--- src/design/tcw_pkg.sv ---
package tcw_pkg;

  localparam int COLUMNS = 80;
  localparam int ROWS    = 25;
  localparam int CELLS   = COLUMNS * ROWS;

  localparam int COL_W  = 7;
  localparam int ROW_W  = 5;
  localparam int ADDR_W = 11;
  localparam int CELL_W = 16;
  localparam int REQ_W  = 3;

  // request codes
  localparam logic [REQ_W-1:0] REQ_PUT   = 3'd0;
  localparam logic [REQ_W-1:0] REQ_LEFT  = 3'd1;
  localparam logic [REQ_W-1:0] REQ_RIGHT = 3'd2;
  localparam logic [REQ_W-1:0] REQ_CLEAR = 3'd3;
  localparam logic [REQ_W-1:0] REQ_READ  = 3'd4;

  // control characters
  localparam logic [7:0] CH_LF    = 8'd10;
  localparam logic [7:0] CH_CR    = 8'd13;
  localparam logic [7:0] CH_BS    = 8'd8;
  localparam logic [7:0] CH_SPACE = 8'h20;

  localparam logic [7:0] BLANK_ATTR_RST = 8'h0F;

  // decoded request from the cursor unit to the sequencer
  typedef struct packed {
    logic [COL_W-1:0]  col_nxt;
    logic [ROW_W-1:0]  row_nxt;
    logic [ADDR_W-1:0] pos_nxt;
    logic              wr_en;
    logic              wr_blank;
    logic [ADDR_W-1:0] wr_addr;
    logic              scroll;
    logic              clear;
    logic              read;
  } tcw_cmd_t;

endpackage

--- src/design/tcw_cursor.sv ---
module tcw_cursor (
  input  logic [tcw_pkg::COL_W-1:0] col,
  input  logic [tcw_pkg::ROW_W-1:0] row,
  input  logic [tcw_pkg::REQ_W-1:0] req_type,
  input  logic [7:0]                char_code,
  output tcw_pkg::tcw_cmd_t         cmd
);

  localparam logic [tcw_pkg::COL_W-1:0] COL_LAST = tcw_pkg::COL_W'(tcw_pkg::COLUMNS - 1);
  localparam logic [tcw_pkg::ROW_W-1:0] ROW_LAST = tcw_pkg::ROW_W'(tcw_pkg::ROWS - 1);
  localparam logic [tcw_pkg::ADDR_W-1:0] COLS_A = tcw_pkg::ADDR_W'(tcw_pkg::COLUMNS);

  logic [tcw_pkg::COL_W-1:0]  col_dec;
  logic [tcw_pkg::ADDR_W-1:0] row_base;

  assign col_dec  = (col == '0) ? '0 : col - 1'b1;
  assign row_base = tcw_pkg::ADDR_W'(row) * COLS_A;

  always_comb begin
    cmd          = '0;
    cmd.col_nxt  = col;
    cmd.row_nxt  = row;
    case (req_type)
      tcw_pkg::REQ_PUT: begin
        if (char_code == tcw_pkg::CH_LF) begin
          cmd.col_nxt = '0;
          if (row == ROW_LAST) cmd.scroll = 1'b1;
          else                 cmd.row_nxt = row + 1'b1;
        end else if (char_code == tcw_pkg::CH_CR) begin
          cmd.col_nxt = '0;
        end else if (char_code == tcw_pkg::CH_BS) begin
          cmd.col_nxt  = col_dec;
          cmd.wr_en    = 1'b1;
          cmd.wr_blank = 1'b1;
          cmd.wr_addr  = row_base + tcw_pkg::ADDR_W'(col_dec);
        end else begin
          cmd.wr_en   = 1'b1;
          cmd.wr_addr = row_base + tcw_pkg::ADDR_W'(col);
          if (col == COL_LAST) begin
            cmd.col_nxt = '0;
            if (row == ROW_LAST) cmd.scroll = 1'b1;
            else                 cmd.row_nxt = row + 1'b1;
          end else begin
            cmd.col_nxt = col + 1'b1;
          end
        end
      end
      tcw_pkg::REQ_LEFT:  cmd.col_nxt = col_dec;
      tcw_pkg::REQ_RIGHT: begin
        if (col < COL_LAST) cmd.col_nxt = col + 1'b1;
      end
      tcw_pkg::REQ_CLEAR: begin
        cmd.col_nxt = '0;
        cmd.row_nxt = '0;
        cmd.clear   = 1'b1;
      end
      tcw_pkg::REQ_READ:  cmd.read = 1'b1;
      default: ;
    endcase
    // hardware cursor register value after the request
    cmd.pos_nxt = tcw_pkg::ADDR_W'(cmd.row_nxt) * COLS_A + tcw_pkg::ADDR_W'(cmd.col_nxt);
  end

endmodule

--- config.mk ---
export PLATFORM = sky130hd
export DESIGN_NAME = tcw_cursor
export DESIGN_NICKNAME = d
export VERILOG_FILES = /design/src/design/tcw_pkg.sv /design/src/design/tcw_cursor.sv
export SDC_FILE = /design/constraint.sdc
export NUM_CORES = 1
export LEC_CHECK = 0
export CORE_MARGIN = 1.5
export CORE_UTILIZATION = 40
export DETAILED_ROUTE_END_ITERATION = 6
export DONT_BUFFER_PORTS = 1
export MAX_ROUTING_LAYER = met4
export PLACE_DENSITY_LB_ADDON = 0.25
export SLEW_MARGIN = 20
export SYNTH_ARGS = -nofsm -noshare
export SYNTH_HDL_FRONTEND = slang
export SYNTH_SLANG_ARGS = --single-unit
--- constraint.sdc ---
create_clock -name vclk -period 10.2
set_clock_uncertainty 0.2 [all_clocks]
set_input_delay 0.51 -clock vclk [all_inputs]
set_output_delay 0.51 -clock vclk [all_outputs]
set_load 0.01 [all_outputs]
Yosys cells after proc, flatten, opt, wreduce, memory -nomap -nowiden
Cells that the tools add are included.

cells by class
  muxes and demuxes = 23
  shifts and indexed selects = 0
  reductions and logical operators = 2
  $mul = 2
  div/mod/pow operators = 0
  bitwise operators = 0
  equal/unequal tests = 9
  add/subtract/negate cells = 6
  magnitude comparators = 1

operators by type and width
  kind                                                                count
  7-bit 2-to-1 mux                                                    5
  11-bit by 7-bit adder with 11-bit output                            3
  14-bit 2-to-1 mux                                                   2
  7-bit case mux with 4 select lines                                  1
  8-bit by 4-bit == test with 1-bit output, second input constant     3
  5-bit 2-to-1 mux                                                    4
  5-bit by 3-bit multiplier with 7-bit output, second input constant  2
  13-bit 2-to-1 mux                                                   1
  12-bit 2-to-1 mux                                                   1
  11-bit 2-to-1 mux                                                   1
  5-bit case mux with 2 select lines                                  1
  7-bit by 1-bit adder with 7-bit output, second input constant       1
  7-bit == test, second input constant                                1
  7-bit zero test                                                     1
  7-bit < comparator, second input constant                           1
  1-bit 2-to-1 mux                                                    7
  7-bit by 1-bit subtractor with 7-bit output, second input constant  1
  3-bit by 2-bit == test with 1-bit output, second input constant     2
  5-bit by 1-bit adder with 5-bit output, second input constant       1
  5-bit == test, second input constant                                1
  3-bit by 1-bit == test with 1-bit output, second input constant     1
  3-bit == test, second input constant                                1
  3-bit zero test                                                     1

word-level totals
  latch bits = 0
  flip-flop bits (word level) = 0
  bits in read-only memories = 0
  RAM bits = 0
  memories = 0

Longest topological paths before layout
  depth after elaboration = 9
  gate-level depth with buffers = 18

Worst setup path after synthesis
OpenSTA, ideal clock, no wires.

  kind = in2out
  start point = input port col[0] (netlist bit)
  end point = output port cmd[26] (netlist bit)
  data arrival time = 4252 ps
  cell stages on the path = 18
  path slack = 5238 ps
  path buffers = 1
  cell sequence = ha_1 > and3_2 > buf_2 > nand3_2 > a31oi_1 > nor2_1 > or4_1 > a21oi_1 > ha_1 > ha_1 > inv_1 > fa_1 > nand2b_1 > o21bai_1 > or3_1 > a21oi_1 > a221oi_1 > xnor2_1

RTL lines
  item         line             source
  from (decl)  tcw_cursor.sv:2  input logic [tcw_pkg::COL_W-1:0] col,
  to (decl)    tcw_cursor.sv:6  output tcw_pkg::tcw_cmd_t cmd

==> flow_metrics.env <==
export IMPL_relSlewSlack=0.456
export IMPL_num_vias=2008
export IMPL_syn_area_um2=1890
export IMPL_grt_max_degree=22
export IMPL_required_ns=9.49
export IMPL_post_cts_resize_count=0
export IMPL_grt_pass1_wl_um=8360
export IMPL_ys_types=60
export IMPL_violations="DRC"
export IMPL_first_global_vias=1785
export IMPL_clock_buffer_count=0
export IMPL_fin_crit_sh=0.526
export IMPL_critPathSlowestCell="a21oi_1"
export IMPL_ys_warn_count=0
export IMPL_nFlopsAndLatches=0
export IMPL_cp_cell_sequence="ha_1 -> and3_2 -> nand3_2 -> a31oi_1 -> nor2_1 -> or4_1 -> a21oi_1 -> ha_1 -> ha_1 -> inv_1 -> fa_1 -> nand2b_1 -> o21bai_1 -> or3_1 -> a21oi_1 -> a221oi_1 -> xnor2_1"
export IMPL_postSynthAreaPerCell_um2=6.74
export IMPL_ff_latch_area_um2=0
export IMPL_hold_viol_final=0
export IMPL_setup_viol=0
export IMPL_final_max_slew_viol_count=0
export IMPL_drc_errors=5
export IMPL_hold_buffers=0
export IMPL_die_area_um2=5140
export IMPL_antenna_found_initial=0
export IMPL_grt_overflow=0
export IMPL_synthCells=280
export IMPL_ir_drop_uv=25.9
export IMPL_via_per_inst=6.39
export IMPL_wl_per_cell_um=16.7
export IMPL_worstHoldStart="req_type[1]"
export IMPL_initial_core_util=0.425
export IMPL_rsz0062_at_grt="false"
export IMPL_fin_cells=314
export IMPL_maxCapViolCount=0
export IMPL_worstPathArrival_ns=4.66
export IMPL_status="finished, violations left"
export IMPL_p_leak_uw=0.000752
export IMPL_numPortBuffers=0
export IMPL_die_h_um=71.7
export IMPL_tightestPinTransition_ns=0.809
export IMPL_syn_to_final_growth_pct=-2.45
export IMPL_final_min_clock_period_ns=5.37
export IMPL_fp_coreArea_um2=4440
export IMPL_final_setup_tns_ns=0
export IMPL_rows=24
export IMPL_worstHoldPathType="in -> out"
export IMPL_track_usage=0.198
export IMPL_fillers=486
export IMPL_cp_common_cell="ha_1"
export IMPL_yosysSeqAreaShare=0
export IMPL_die_x_um=71.7
export IMPL_syn_nets=329
export IMPL_io_pins=62
export IMPL_endpoint_kind="primary output"
export IMPL_gp_congestion=0.882
export IMPL_numPlacedInstances=314
export IMPL_wl_um=5260
export IMPL_worstSetupPathType="in -> out"
export IMPL_antennaDiodeCount=0
export IMPL_clock_fmax_mhz=186
export IMPL_nets=313
export IMPL_worst_path_max_fanout=10
export IMPL_drtAntennaViolNets=0
export IMPL_layout_drive_gt1_share=0.0458
export IMPL_start_kind="input pin"
export IMPL_dp_final_hpwl_um=4160
export IMPL_p_per_area_nw_per_um2=46.5
export IMPL_postCtsSetupRepairBufs=0
export IMPL_critPathLaunch="col[0]"
export IMPL_crit_path_max_incr_delay_ns=0.46
export IMPL_drtIter0Drc=122
export IMPL_first_pass_iters=6
worst max-delay path: cells and delay by family:
family	cells	cell delay (ns)
xor+xnor	1	0.26
simple gates	6	1.47
buf+inv	1	0.07
compound gates	5	1.11
fa+ha+maj	4	1.21
synth_stat cells, types with 3 or more instances:
| library cell | instances | area share |
|---|---|---|
| a21o_1 | 5 | 0.020 |
| a21oi_1 | 23 | 0.061 |
| a311oi_1 | 3 | 0.014 |
| a31oi_1 | 4 | 0.013 |
| and2_1 | 4 | 0.013 |
| and3_1 | 3 | 0.0099 |
| buf_4 | 4 | 0.016 |
| buf_6 | 3 | 0.018 |
| clkbuf_1 | 8 | 0.016 |
| fa_1 | 4 | 0.042 |
| ha_1 | 22 | 0.15 |
| inv_1 | 20 | 0.040 |
| mux2i_1 | 3 | 0.016 |
| nand2_1 | 17 | 0.034 |
| nand2b_1 | 6 | 0.020 |
| nand3_1 | 9 | 0.024 |
| nand4_1 | 3 | 0.0099 |
| nor2_1 | 28 | 0.056 |
| nor2b_1 | 7 | 0.023 |
| nor3_1 | 15 | 0.040 |
| o21ai_0 | 17 | 0.045 |
| o31ai_1 | 6 | 0.024 |
| or3_1 | 3 | 0.0099 |
| xnor2_1 | 11 | 0.051 |
| xor2_1 | 5 | 0.023 |
stage by stage:
stage | setup slack (ns) | instance area [um2] | hold slack, ns | util | power (uW)
after CTS | 4.86 | 1840 | 0.873 | 0.414 | 86.0
after floorplan | 5.24 | 1890 | 0.869 | - | 78.4
after detailed placement | 4.88 | 1840 | 0.873 | 0.414 | 85.2
after global placement | 4.97 | 1840 | 0.873 | 0.414 | 84.9
after global routing | 4.59 | 1840 | 0.875 | 0.414 | 95.7
final | 4.83 | 1840 | 0.873 | 0.414 | 85.6
power breakdown:
| group | switching [uW] | total (uW) | internal (uW) |
|---|---|---|---|
| registers | 0 | 0 | 0 |
| clock network | 0 | 0 | 0 |
| logic | 51.0 | 85.6 | 34.5 |
logic make-up (layout without fill, tap and decap cells):
kind of cell | Yosys count | count (layout) | synth area share
muxes | 4 | 4 | 0.0219
AOI/OAI and AO/OA | 84 | 84 | 0.292
and+or+nand+nor | 112 | 112 | 0.325
xor gates and xnor gates | 16 | 16 | 0.0742
adders and majority gates | 26 | 26 | 0.188
buffers and inverters | 38 | 20 | 0.0987
cell type report:
| type | instances | area, um2 | area share |
|---|---|---|---|
| multi-input cells | 242 | 1700 | 0.924 |
| inverters | 20 | 75.1 | 0.0408 |
| well taps | 52 | 65.1 | 0.0353 |
routing by layer:
layer	global-route usage	vias up	share of wire	wire length [um]
met5	-	-	0	0
met4	0.00629	0	0	0
met3	0.0253	0	0.075	396
met2	0.326	69	0.46	2440
met1	0.273	949	0.46	2420
li1	-	990	-	-
placed cells by master, fill, tap and decap left out, types with 2 or more instances in the layout:
| cell type | netlist | layout |
|---|---|---|
| nand2b_1 | 6 | 6 |
| o21ai_1 | 2 | 2 |
| nor4_1 | 2 | 2 |
| nor2_1 | 28 | 28 |
| a31oi_1 | 4 | 4 |
| xor2_1 | 5 | 5 |
| a211oi_1 | 2 | 2 |
| and3_1 | 3 | 3 |
| o21ai_0 | 17 | 17 |
| a21o_1 | 5 | 5 |
| o21bai_1 | 2 | 2 |
| and2_1 | 4 | 4 |
| or2_2 | 2 | 2 |
| fa_1 | 4 | 4 |
| o21a_1 | 2 | 2 |
| xnor2_1 | 11 | 11 |
| nor3_1 | 15 | 15 |
| nor2b_1 | 7 | 7 |
| nand2_1 | 17 | 17 |
| o31ai_1 | 6 | 6 |
| o211ai_1 | 2 | 2 |
| a21oi_1 | 23 | 23 |
| a32oi_1 | 2 | 2 |
| nor3b_1 | 2 | 2 |
| ha_1 | 22 | 22 |
| a311o_1 | 2 | 2 |
| nand4_1 | 3 | 3 |
| a311oi_1 | 3 | 3 |
| o311ai_0 | 2 | 2 |
| mux2i_1 | 3 | 3 |
| inv_1 | 20 | 20 |
| or3_1 | 3 | 3 |
| nand3_1 | 9 | 9 |
final timing paths:
kind                   to  slack [ns]  cells after the start
hold / removal     cmd[0]        0.87                      1
setup / recovery  cmd[26]        4.83                     17
(Power assumes the default switching activity.)
